## src/ieva_pkg.sv

```systemverilog
// shared types, constants and register codes for the impulse event assembler
package ieva_pkg;

  localparam int unsigned LEVEL_W = 16;
  localparam int unsigned TIME_W  = 32;
  localparam int unsigned MS_W    = 23;
  localparam int unsigned CNT_W   = 16;
  localparam int unsigned CFG_W   = 16;
  localparam int unsigned IDX_W   = 2;

  localparam logic [IDX_W-1:0] CFG_ARM_LEVEL    = 2'd0;
  localparam logic [IDX_W-1:0] CFG_DISARM_LEVEL = 2'd1;
  localparam logic [IDX_W-1:0] CFG_MIN_SAMPLES  = 2'd2;

  localparam logic [LEVEL_W-1:0] ARM_RESET    = 16'd768;
  localparam logic [LEVEL_W-1:0] DISARM_RESET = 16'd230;
  localparam logic [CNT_W-1:0]   MIN_RESET    = 16'd2;
  localparam logic [CNT_W-1:0]   CNT_MAX      = 16'hFFFF;

  // floor(x / 1000) = (x * MS_RECIP) >> MS_SHIFT for every 32 bit x
  localparam logic [TIME_W-1:0] MS_RECIP = 32'd2199023256;
  localparam int unsigned       MS_SHIFT = 41;

  typedef struct packed {
    logic [LEVEL_W-1:0] accel_level;
    logic [TIME_W-1:0]  sample_time_us;
    logic [15:0]        range_cm;
    logic signed [15:0] barrel_temp;
    logic signed [15:0] ambient_temp;
    logic [14:0]        air_pressure;
    logic [7:0]         ammo_kind;
    logic [15:0]        session_tag;
  } sample_t;

  typedef struct packed {
    logic [15:0]        range_cm;
    logic signed [15:0] barrel_temp;
    logic signed [15:0] ambient_temp;
    logic [14:0]        air_pressure;
    logic [7:0]         ammo_kind;
    logic [15:0]        session_tag;
  } snapshot_t;

  typedef struct packed {
    logic [31:0]        event_id;
    logic [TIME_W-1:0]  start_time_us;
    logic [MS_W-1:0]    start_ms;
    logic [15:0]        ev_range_cm;
    logic signed [15:0] ev_barrel_temp;
    logic signed [15:0] ev_ambient_temp;
    logic [14:0]        ev_pressure;
    logic [7:0]         ev_ammo_kind;
    logic [15:0]        ev_session_tag;
    logic [LEVEL_W-1:0] peak_level;
    logic [TIME_W-1:0]  duration_us;
  } event_t;

  typedef struct packed {
    logic [LEVEL_W-1:0] arm_level;
    logic [LEVEL_W-1:0] disarm_level;
    logic [CNT_W-1:0]   min_samples;
  } cfg_t;

  typedef struct packed {
    logic    valid;
    sample_t data;
  } stage_t;

endpackage

```

## src/ieva_stream_if.sv

```systemverilog
// valid/ready stream interfaces for sample and event beats
interface ieva_sample_if;
  import ieva_pkg::*;
  logic    valid;
  logic    ready;
  sample_t data;
  modport source (output valid, output data, input ready);
  modport sink   (input valid, input data, output ready);
endinterface

interface ieva_event_if;
  import ieva_pkg::*;
  logic   valid;
  logic   ready;
  event_t data;
  modport source (output valid, output data, input ready);
  modport sink   (input valid, input data, output ready);
endinterface

```

## src/impulse_event_assembler_core.sv

```systemverilog
// top level of the impulse event assembler
//
//   channel   dir  handshake          payload
//   sample_i  in   valid/ready        sample_t, one sample per beat
//   event_o   out  valid/ready        event_t, zero or one per sample
//   cfg       in   cfg_we_i, no wait  cfg_idx_i, cfg_data_i
//
// one sample per cycle sustained while events are not stalled; an event goes
// valid after its ending sample passes the input register, then the event register
// the start_ms divide is a 32x32 reciprocal multiply into a state register
// reset clears impulse state, event count and both valid flags
// a stalled event holds the input stage; samples keep flowing while the
// event register is empty or being drained
module impulse_event_assembler_core import ieva_pkg::*; (
  input  logic             clk_i,
  input  logic             rst_ni,
  input  logic             cfg_we_i,
  input  logic [IDX_W-1:0] cfg_idx_i,
  input  logic [CFG_W-1:0] cfg_data_i,
  ieva_sample_if.sink      sample_i,
  ieva_event_if.source     event_o
);

  cfg_t   cfg;
  stage_t stage;
  logic   advance;

  ieva_cfg_regs u_cfg (
    .clk_i      (clk_i),
    .rst_ni     (rst_ni),
    .cfg_we_i   (cfg_we_i),
    .cfg_idx_i  (cfg_idx_i),
    .cfg_data_i (cfg_data_i),
    .cfg_o      (cfg)
  );

  ieva_in_stage u_in (
    .clk_i     (clk_i),
    .rst_ni    (rst_ni),
    .sample_i  (sample_i),
    .advance_i (advance),
    .stage_o   (stage)
  );

  ieva_detector u_det (
    .clk_i     (clk_i),
    .rst_ni    (rst_ni),
    .cfg_i     (cfg),
    .stage_i   (stage),
    .advance_o (advance),
    .event_o   (event_o)
  );

endmodule

```

## src/ieva_cfg_regs.sv

```systemverilog
// configuration registers with write port
module ieva_cfg_regs import ieva_pkg::*; (
  input  logic             clk_i,
  input  logic             rst_ni,
  input  logic             cfg_we_i,
  input  logic [IDX_W-1:0] cfg_idx_i,
  input  logic [CFG_W-1:0] cfg_data_i,
  output cfg_t             cfg_o
);

  cfg_t cfg_q, cfg_d;

  always_comb begin
    cfg_d = cfg_q;
    if (cfg_we_i) begin
      case (cfg_idx_i)
        CFG_ARM_LEVEL:    cfg_d.arm_level    = cfg_data_i;
        CFG_DISARM_LEVEL: cfg_d.disarm_level = cfg_data_i;
        CFG_MIN_SAMPLES:  cfg_d.min_samples  = cfg_data_i;
        default:          cfg_d = cfg_q;
      endcase
    end
  end

  always_ff @(posedge clk_i or negedge rst_ni) begin
    if (!rst_ni) begin
      cfg_q.arm_level    <= ARM_RESET;
      cfg_q.disarm_level <= DISARM_RESET;
      cfg_q.min_samples  <= MIN_RESET;
    end else begin
      cfg_q <= cfg_d;
    end
  end

  assign cfg_o = cfg_q;

endmodule

```

## src/ieva_in_stage.sv

```systemverilog
// input register stage for sample beats
module ieva_in_stage import ieva_pkg::*; (
  input  logic          clk_i,
  input  logic          rst_ni,
  ieva_sample_if.sink   sample_i,
  input  logic          advance_i,
  output stage_t        stage_o
);

  logic    valid_q, valid_d;
  sample_t data_q;
  logic    take;

  assign sample_i.ready = !valid_q || advance_i;
  assign take           = sample_i.valid && sample_i.ready;

  always_comb begin
    valid_d = valid_q;
    if (take) begin
      valid_d = 1'b1;
    end else if (advance_i) begin
      valid_d = 1'b0;
    end
  end

  always_ff @(posedge clk_i or negedge rst_ni) begin
    if (!rst_ni) begin
      valid_q <= 1'b0;
    end else begin
      valid_q <= valid_d;
    end
  end

  always_ff @(posedge clk_i) begin
    if (take) begin
      data_q <= sample_i.data;
    end
  end

  assign stage_o.valid = valid_q;
  assign stage_o.data  = data_q;

endmodule

```

## src/ieva_detector.sv

```systemverilog
// impulse state, event assembly and output register
module ieva_detector import ieva_pkg::*; (
  input  logic          clk_i,
  input  logic          rst_ni,
  input  cfg_t          cfg_i,
  input  stage_t        stage_i,
  output logic          advance_o,
  ieva_event_if.source  event_o
);

  logic               active_q, active_d;
  logic [LEVEL_W-1:0] peak_q, peak_d;
  logic [TIME_W-1:0]  start_q, start_d;
  logic [MS_W-1:0]    start_ms_q, start_ms_d;
  logic [CNT_W-1:0]   cnt_q, cnt_d;
  logic [31:0]        evt_cnt_q, evt_cnt_d;
  snapshot_t          snap_q, snap_d;
  logic               out_valid_q, out_valid_d;
  event_t             out_q, out_d;

  logic               advance;
  logic               emit;
  logic [LEVEL_W-1:0] lvl;
  logic [TIME_W-1:0]  now;
  logic [LEVEL_W-1:0] peak_new;
  logic [2*TIME_W-1:0] ms_prod;

  assign lvl       = stage_i.data.accel_level;
  assign now       = stage_i.data.sample_time_us;
  assign advance   = stage_i.valid && (!out_valid_q || event_o.ready);
  assign advance_o = advance;
  assign peak_new  = (lvl > peak_q) ? lvl : peak_q;
  assign ms_prod   = {{TIME_W{1'b0}}, now} * {{TIME_W{1'b0}}, MS_RECIP};

  always_comb begin
    active_d    = active_q;
    peak_d      = peak_q;
    start_d     = start_q;
    start_ms_d  = start_ms_q;
    cnt_d       = cnt_q;
    evt_cnt_d   = evt_cnt_q;
    snap_d      = snap_q;
    emit        = 1'b0;
    if (advance) begin
      if (!active_q) begin
        if (lvl >= cfg_i.arm_level) begin
          active_d            = 1'b1;
          peak_d              = lvl;
          start_d             = now;
          start_ms_d          = ms_prod[MS_SHIFT +: MS_W];
          cnt_d               = {{(CNT_W-1){1'b0}}, 1'b1};
          snap_d.range_cm     = stage_i.data.range_cm;
          snap_d.barrel_temp  = stage_i.data.barrel_temp;
          snap_d.ambient_temp = stage_i.data.ambient_temp;
          snap_d.air_pressure = stage_i.data.air_pressure;
          snap_d.ammo_kind    = stage_i.data.ammo_kind;
          snap_d.session_tag  = stage_i.data.session_tag;
        end
      end else begin
        peak_d = peak_new;
        if (lvl >= cfg_i.disarm_level) begin
          if (cnt_q != CNT_MAX) begin
            cnt_d = cnt_q + 1'b1;
          end
        end else begin
          active_d = 1'b0;
          if (cnt_q >= cfg_i.min_samples) begin
            emit      = 1'b1;
            evt_cnt_d = evt_cnt_q + 1'b1;
          end
        end
      end
    end
  end

  always_comb begin
    out_d                 = out_q;
    out_d.event_id        = evt_cnt_d;
    out_d.start_time_us   = start_q;
    out_d.start_ms        = start_ms_q;
    out_d.ev_range_cm     = snap_q.range_cm;
    out_d.ev_barrel_temp  = snap_q.barrel_temp;
    out_d.ev_ambient_temp = snap_q.ambient_temp;
    out_d.ev_pressure     = snap_q.air_pressure;
    out_d.ev_ammo_kind    = snap_q.ammo_kind;
    out_d.ev_session_tag  = snap_q.session_tag;
    out_d.peak_level      = peak_new;
    out_d.duration_us     = now - start_q;
  end

  always_comb begin
    out_valid_d = out_valid_q;
    if (advance) begin
      out_valid_d = emit;
    end else if (event_o.ready) begin
      out_valid_d = 1'b0;
    end
  end

  always_ff @(posedge clk_i or negedge rst_ni) begin
    if (!rst_ni) begin
      active_q    <= 1'b0;
      peak_q      <= '0;
      start_q     <= '0;
      start_ms_q  <= '0;
      cnt_q       <= '0;
      evt_cnt_q   <= '0;
      out_valid_q <= 1'b0;
    end else begin
      active_q    <= active_d;
      peak_q      <= peak_d;
      start_q     <= start_d;
      start_ms_q  <= start_ms_d;
      cnt_q       <= cnt_d;
      evt_cnt_q   <= evt_cnt_d;
      out_valid_q <= out_valid_d;
    end
  end

  always_ff @(posedge clk_i) begin
    snap_q <= snap_d;
    if (emit) begin
      out_q <= out_d;
    end
  end

  assign event_o.valid = out_valid_q;
  assign event_o.data  = out_q;

  a_arm_sets_active: assert property (@(posedge clk_i) disable iff (!rst_ni)
    (advance && !active_q && (lvl >= cfg_i.arm_level)) |=> active_q)
    else $error("arming beat did not start an impulse");

  a_emit_ends_impulse: assert property (@(posedge clk_i) disable iff (!rst_ni)
    emit |=> (!active_q && out_valid_q))
    else $error("event beat without impulse end");

  a_active_counts: assert property (@(posedge clk_i) disable iff (!rst_ni)
    active_q |-> (cnt_q != '0))
    else $error("active impulse with zero sample count");

  a_evt_cnt_stable: assert property (@(posedge clk_i) disable iff (!rst_ni)
    !emit |=> $stable(evt_cnt_q))
    else $error("event number moved without an event");

  a_no_overwrite: assert property (@(posedge clk_i) disable iff (!rst_ni)
    (out_valid_q && !event_o.ready) |-> !advance)
    else $error("pending event overwritten");

endmodule

```

## src/flat_wrapper.sv

```systemverilog
// flat-port wrapper written by rule: the top's interface ports become plain ports
module impulse_event_assembler_core_flat import ieva_pkg::*;
  (clk_i, rst_ni, cfg_we_i, cfg_idx_i, cfg_data_i, sample_i_valid, sample_i_data, sample_i_ready, event_o_valid, event_o_data, event_o_ready);
  ieva_sample_if sample_i_i ();
  ieva_event_if event_o_i ();
  input  logic clk_i;
  input  logic rst_ni;
  input  logic cfg_we_i;
  input  logic [IDX_W-1:0] cfg_idx_i;
  input  logic [CFG_W-1:0] cfg_data_i;
  input wire logic [$bits(sample_i_i.valid)-1:0] sample_i_valid;
  input wire logic [$bits(sample_i_i.data)-1:0] sample_i_data;
  output wire logic [$bits(sample_i_i.ready)-1:0] sample_i_ready;
  output wire logic [$bits(event_o_i.valid)-1:0] event_o_valid;
  output wire logic [$bits(event_o_i.data)-1:0] event_o_data;
  input wire logic [$bits(event_o_i.ready)-1:0] event_o_ready;
  assign sample_i_i.valid = sample_i_valid;
  assign sample_i_i.data = sample_i_data;
  assign sample_i_ready = sample_i_i.ready;
  assign event_o_valid = event_o_i.valid;
  assign event_o_data = event_o_i.data;
  assign event_o_i.ready = event_o_ready;
  impulse_event_assembler_core u_core (.clk_i(clk_i), .rst_ni(rst_ni), .cfg_we_i(cfg_we_i), .cfg_idx_i(cfg_idx_i), .cfg_data_i(cfg_data_i), .sample_i(sample_i_i), .event_o(event_o_i));
endmodule
```

## config.mk

```make
export PLATFORM = sky130hd
export DESIGN_NAME = impulse_event_assembler_core_flat
export DESIGN_NICKNAME = d
export VERILOG_FILES = /design/src/ieva_pkg.sv /design/src/ieva_stream_if.sv /design/src/impulse_event_assembler_core.sv /design/src/ieva_cfg_regs.sv /design/src/ieva_in_stage.sv /design/src/ieva_detector.sv /design/src/flat_wrapper.sv
export SDC_FILE = /design/constraint.sdc
export NUM_CORES = 2
export LEC_CHECK = 0
export ABC_AREA = 1
export ABC_CLOCK_PERIOD_IN_PS = 9400
export BUFFER_PORTS_ARGS = -buffer_cell sky130_fd_sc_hd__buf_2
export CAP_MARGIN = 30
export CELL_PAD_IN_SITES_DETAIL_PLACEMENT = 0
export CELL_PAD_IN_SITES_GLOBAL_PLACEMENT = 2
export CORE_MARGIN = 3
export CORE_UTILIZATION = 40
export DETAILED_ROUTE_END_ITERATION = 8
export PLACE_DENSITY_LB_ADDON = 0.2
export RECOVER_POWER = 50
export SLEW_MARGIN = 20
export SYNTH_ARGS = -nofsm -noshare
export SYNTH_HDL_FRONTEND = slang
export SYNTH_HIERARCHICAL = 1
export SYNTH_SLANG_ARGS = --single-unit
```

## constraint.sdc

```tcl
create_clock -name clk_i -period 9.4 [get_ports clk_i]
set_input_delay 2.35 -clock clk_i [delete_from_list [all_inputs] [get_ports clk_i]]
set_output_delay 2.35 -clock clk_i [all_outputs]
set_load 0.05 [all_outputs]
```

Word level (Yosys, flattened, before mapping)
Index checks and enable logic that the tools add are counted.

operators by class
  multipliers = 1
  bitwise gates (word level) = 1
  add/sub/neg operators = 3
  muxes and demuxes = 22
  $lt $le $gt $ge = 4
  reductions and logical operators = 16
  equal/unequal tests = 5

operator list
  cell                                                                      number
  32-bit two-way mux                                                        4
  16-bit two-way mux                                                        7
  32-bit by 29-bit multiplier with 61-bit output (second input constant)    1
  16-bit greater-or-equal comparator                                        3
  32-bit by 1-bit adder with 32-bit output (second input constant)          1
  32-bit subtractor                                                         1
  16-bit by 1-bit adder with 16-bit output (second input constant)          1
  16-bit greater-than comparator                                            1
  16-bit inequality test (second input constant)                            1
  1-bit two-way mux                                                         11
  2-bit AND reduction                                                       4
  2-bit nonzero test                                                        3
  2-bit by 1-bit inequality test with 1-bit output (second input constant)  2
  4-bit AND reduction                                                       1
  3-bit AND reduction                                                       1
  2-bit by 1-bit == test with 1-bit output (second input constant)          1
  2-bit == test (second input constant)                                     1
  1-bit logical AND                                                         2
  1-bit logical NOT                                                         2
  2-bit logical NOT                                                         1
  1-bit logical OR                                                          2
  1-bit inverter                                                            1

storage, ports and cells
  output and inout port bits = 224
  register bits after elaboration = 614

Logic depth before layout (Yosys ltp)
  depth in word-level cells = 6
  mapped depth = 28
  mapped depth without buffers = 28

Cells and area by module
Netlist, hierarchy kept.

modules (own cells, without submodules)
  module         times used  area each (µm²)  seq. area each (µm²)  cells an instance
  ieva_detector  1           34901.0          12306.8               3678
  ieva_in_stage  1           4106.4           4078.9                142
  ieva_cfg_regs  1           2054.5           1211.2                214

Worst setup path before layout
No wires, ideal clock.

  path type = input-to-reg
  start = input port event_o_ready
  end = register u_core.u_in.data_q, in the netlist u_core/u_in/stage_o[0], enable pin
  path slack = -0.342 ns
  arrival = 9.068 ns
  path buffers = 0
  cell stages on the path = 4
  setup time = 0.673 ns
  cell sequence = o21ai_0 inv_1 inv_1 a21oi_1

between the ends
  word-level cells in the longest chain between the ends = 4

RTL lines
  what                        RTL line                            source
  from (decl)                 flat_wrapper.sv:16                  input wire logic [$bits(event_o_i.ready)-1:0] event_o_ready;
  1-bit logical OR            ieva_detector.sv:30                 assign advance = stage_i.valid && (!out_valid_q || event_o.ready);
  1-bit logical AND           ieva_detector.sv:30
  named net u_core.advance    impulse_event_assembler_core.sv:26  logic advance;
  1-bit logical OR            ieva_in_stage.sv:14                 assign sample_i.ready = !valid_q || advance_i;
  1-bit logical AND           ieva_in_stage.sv:15                 assign take = sample_i.valid && sample_i.ready;
  named net u_core.u_in.take  ieva_in_stage.sv:12                 logic take;
  to (signal assigned)        ieva_in_stage.sv:36                 data_q <= sample_i.data;
  to (decl)                   ieva_in_stage.sv:11                 sample_t data_q;

The timed path passes the listed nets, and every way through them passes these cells.
A chain may end at the register's enable or synchronous reset.

Worst setup path after layout
  start = register u_core.u_in.data_q, in the netlist u_core/u_in/stage_o[96]
  end = register u_core.u_det.start_ms_q[5]

between the ends
  word-level cells in the longest chain between the ends = 1

RTL lines
  what                                            RTL line              source
  32-bit by 29-bit multiplier with 61-bit output  ieva_detector.sv:33   assign ms_prod = {{TIME_W{1'b0}}, now} * {{TIME_W{1'b0}}, MS_RECIP};
  to (signal assigned)                            ieva_detector.sv:113  start_ms_q <= start_ms_d;
  to (decl)                                       ieva_detector.sv:14   logic [MS_W-1:0] start_ms_q, start_ms_d;

No other way between the ends.

==> results.md <==
- The flow ran to the end, but the final reports show violations.
- The checks that failed: max-capacitance violations, max-slew violations.
- Adding up every negative setup slack in the final design gives 0 ns.
- The sort of element at the start of the critical path is a flop.
- In the detailed route, the total length drawn on met3 is 5.03 mm.
- The global placement routability congestion is 0.885.
- The number of pins exceeding their max-slew limit in the final report is 66.
- Measured along the y axis, the die boundary spans 326 µm.
- The clock reaches the later pin of the worst-skew pair after 0.66 ns.
- Buffers added to address setup during post-CTS repair amount to 0.
- Counting every net in the synthesized netlist gives 4976.
- The TritonCTS sink count is 614.
- The top cell type's share of synthesized area is 32.5%.
- Once layout is complete, the cells apart from fillers number 5881.
- The post-synthesis sequential area ratio is 42.9%.
- The relative area change from synthesis to final layout is 14.4%.
- The buffer and inverter count on the worst path is 4.
- The overall overflow remaining after global route is 0.
- On the worst path, the slowest cell contributes a delay of 0.91 ns.
- The share of layout cells above drive strength 1 is 11.5%.
- The routed length on met1 is 49.8 mm.
- In this run, synthesis inferred 444 flip-flops with an integrated enable.
- Entering global routing, the biggest net connects 165 pins.
- In this run, post-CTS repair resized a total of 0 instances.
- The type of the most critical hold path is reg -> reg.
- Across all setup checks in the final design, the least slack found is 2.51 ns.
- Yosys attributes the largest share of cell area to sky130_fd_sc_hd__edfxtp_1, sky130_fd_sc_hd__ha_1, sky130_fd_sc_hd__fa_1.
- The worst-case clock skew is 0.0427 ns.
- The initial antenna violation count is 3.
- The floorplan has 116 rows.
- The signal on the critical path passes through ha_1 -> fa_1 -> fa_1 -> inv_1 -> fa_1 -> inv_1 -> fa_1 -> fa_1 -> fa_1 -> inv_1 -> fa_1 -> inv_1 -> ha_1 -> a21oi_1 -> o21bai_1 -> a21oi_1 -> nand3_1 -> nand2_1 -> nand3b_1 -> nand3_1 -> nand2_1.
- The number of hold violations in the final report came to 0.
- The average vias per placed instance is 4.75.
- The number of buffers added on ports is 381.
- Each instance of the synthesized netlist takes up on average 10.2 µm².
- The first-pass iteration count of the detailed router is 5.
- The headroom to the max-slew limit is -151%.
- The total CTS buffers is 72.
- During synthesis, Yosys emitted a total of 6 warnings.
- The residual DRC count is 0.
- The clock passes through at most 3 buffers.
- The met2 layer wire length in the routed design is 57.7 mm.
- During I/O placement, the number of pins put on the boundary was 382.
- The synthesized design contains 614 register bits.
- The prevailing post-synth register cell is sky130_fd_sc_hd__edfxtp_1.
- The final critical path takes up 73.3% of the cycle.
- The mapped netlist covers 0.0411 mm².
- Once the floorplan was initialized, standard cells occupied 40.6% of the core.
- The width of the die is 326 µm.
- The hold buffer count at CTS is 0.
- The library cell contributing the largest single delay on the critical path is sky130_fd_sc_hd__edfxtp_1.
- The cell accounting for the most synthesized area is sky130_fd_sc_hd__edfxtp_1.
- The first-pass GRT wire length is 179 mm.
- Global routing consumed, over all layers together, 22.2% of the routing resources.
- The CTS tree is yes.
- The number of placed instances, taps included, is 5741.
- Setup violations remaining at the end of the flow were counted as 0.
- The net count reported at finish is 5403.
- The tool flagged a number of max-cap violations equal to 1.
- In this run, the number of DRC markers left after iteration 0 of detailed routing was 1582.
- The tree is rooted in a sky130_fd_sc_hd__clkbuf_16.
- The final period demand of the worst path is 6.89 ns.
- The deepest level of the CTS H-tree is 3.
- The maximum fanout count along the critical path is 13.
- The detailed router used layers up to and including met4.
- The proportion of synthesized flip-flops having asynchronous set or reset is 27.7%.
- The routed via count is 27.9k.
- The core region is 0.101 mm².
- Setup repair after global routing left no endpoint under its margin.
- The via count of the first global-routing pass is 29.6k.
- The wire-length estimate of the detail-placed layout is 92.7 mm.
- At the pin with the least slew margin, the transition time is 3.76 ns.
- The cell that appears most often on the critical path is sky130_fd_sc_hd__fa_1.
- Cells fill 46.5% of the core in the end.
- The number of distinct library cells after synthesis is 46.
- In this run the remaining antenna-violating nets after routing total 0.
- The pre-CTS setup slack is 2.57 ns.
- For this block, the routed nets add up to 116 mm of wire.
- On the critical path the largest part of the delay comes from adder cells.
- The signal arrival time at the worst endpoint is 7.41 ns.
- The timing-limited maximum frequency is 145 MHz.
- The sort of element at the end of the critical path is a flop.
- The clock slew seen by the registers of the worst setup and hold paths is 0.06 ns.
- The average detailed-routed wire length per instance is 19.7 µm.
- The area of the die is 0.107 mm².
- The startpoint-to-endpoint class of the critical path is reg -> reg.
- The count of mapped cells out of synthesis is 4034.
- Data on the critical path is required at its endpoint by 9.92 ns.
## Yosys cell counts, drive strengths merged, types with 7 or more instances
master and number:
dfrtp 162, or2 16, xor2 41, nand2 837, buf 32, nand4 61, nor3 33, nand3 204
a21o 7, nor4 10, o21ai 90, xnor2 14, o21bai 18, nand3b 15, ha 485, clkbuf 13
a21oi 133, fa 299, dfstp 8, inv 892, a31oi 7, nor2 190, edfxtp 444
## layer usage
metal	GRT usage [%]	vias up
met5	0	-
met4	6.93	0
met3	3.43	151
met2	38.7	556
met1	28.2	13400
li1	-	13800
## cell type report
class / count / area, µm²
inverters: 892 / 3350
well taps: 1357 / 1700
clock buffers: 90 / 1870
multi-input cells: 2483 / 19800
flip-flops and latches: 614 / 17600
fillers: 9822 / 54100
clock inverters: 44 / 559
diodes: 3 / 7.51
repair buffers: 398 / 2080
## kinds of logic (layout without fill, tap and decap cells)
| family | Yosys count | in the layout | synth area share (%) |
|---|---|---|---|
| simple gates | 1372 | 1372 | 14.2 |
| buf+inv | 937 | 1424 | 8.82 |
| fa+ha+maj | 784 | 784 | 29.4 |
| flops | 614 | 614 | 42.9 |
| compound gates | 272 | 272 | 3.64 |
| xor+xnor | 55 | 55 | 1.17 |
| other cells | 0 | 3 | 0 |
## state kept, by name, indices dropped and copies added, names as in the netlist, 16 cells and up
signal                     flops
u_core/u_det/event_o.data    222
u_core/u_in/stage_o          135
u_core/u_det/out_d            87
u_core/u_cfg/cfg_o            48
u_core/u_det/evt_cnt_q        32
u_core/u_det/start_q          32
u_core/u_det/start_ms_q       23
u_core/u_det/cnt_q            16
u_core/u_det/peak_q           16
## worst register-to-register path, cell delays in order (launching register included)
cell,delay [ns]
sky130_fd_sc_hd__edfxtp_1,0.91
sky130_fd_sc_hd__ha_1,0.39
sky130_fd_sc_hd__fa_1,0.45
sky130_fd_sc_hd__fa_1,0.56
sky130_fd_sc_hd__inv_1,0.06
sky130_fd_sc_hd__fa_1,0.50
sky130_fd_sc_hd__inv_1,0.06
sky130_fd_sc_hd__fa_1,0.53
sky130_fd_sc_hd__fa_1,0.46
sky130_fd_sc_hd__fa_1,0.55
sky130_fd_sc_hd__inv_1,0.05
sky130_fd_sc_hd__fa_1,0.50
sky130_fd_sc_hd__inv_1,0.05
sky130_fd_sc_hd__ha_1,0.31
sky130_fd_sc_hd__a21oi_1,0.22
sky130_fd_sc_hd__o21bai_1,0.12
sky130_fd_sc_hd__a21oi_1,0.35
sky130_fd_sc_hd__nand3_1,0.27
sky130_fd_sc_hd__nand2_1,0.20
sky130_fd_sc_hd__nand3b_1,0.10
sky130_fd_sc_hd__nand3_1,0.08
sky130_fd_sc_hd__nand2_1,0.06
## layout by cell type, fill, tap and decap left out, drive strengths merged
master and instances:
nand4 61, o21ai 90, inv 896, o21a 4, a31oi 7, edfxtp 444
o221ai 2, nor2 190, o2111ai 3, xor2 41, clkinv 30, and2 4
clkinvlp 4, o211ai 3, fa 299, buf 379, xnor2 14, nor4 10
o21bai 18, bufinv 6, dfrtp 162, nand2 837, a21oi 133, a21boi 4
nand3 204, ha 485, a21o 7, dfstp 8, o31ai 1, nor3b 2
nor3 33, diode 3, clkbuf 109, or2 16, nand3b 15
## final timing paths
path / from / to / slack [ns] / depth (start not counted)
max reg2reg: u_core/u_in/stage_o[96]$_DFFE_PP_ / u_core/u_det/start_ms_q[5]$_DFFE_PN0P_ / 2.51 / 21
min: u_core/u_det/out_d[80]$_DFFE_PP_ / u_core/u_det/event_o.data[80]$_DFFE_PP_ / 0.40 / 0
min reg2reg: u_core/u_det/out_d[80]$_DFFE_PP_ / u_core/u_det/event_o.data[80]$_DFFE_PP_ / 0.40 / 0
max in group asynchronous: rst_ni / u_core/u_det/start_ms_q[18]$_DFFE_PN0P_ / 4.04 / 2
max: u_core/u_in/stage_o[96]$_DFFE_PP_ / u_core/u_det/start_ms_q[5]$_DFFE_PN0P_ / 2.51 / 21
min in group asynchronous: rst_ni / u_core/u_det/peak_q[15]$_DFFE_PN0P_ / 3.01 / 1
## through the flow
stage / area (µm²) / hold slack (ns)
6_report: 47000 / 0.405
5_1_grt: 47000 / 0.411
3_5_place_dp: 44600 / 0.405
4_1_cts: 47000 / 0.408
2_1_floorplan: 41100 / 0.400
3_3_place_gp: 44500 / 0.400
Power is not shown: default switching activity piles up to over one toggle a cycle in this logic, so the estimate is an artifact.
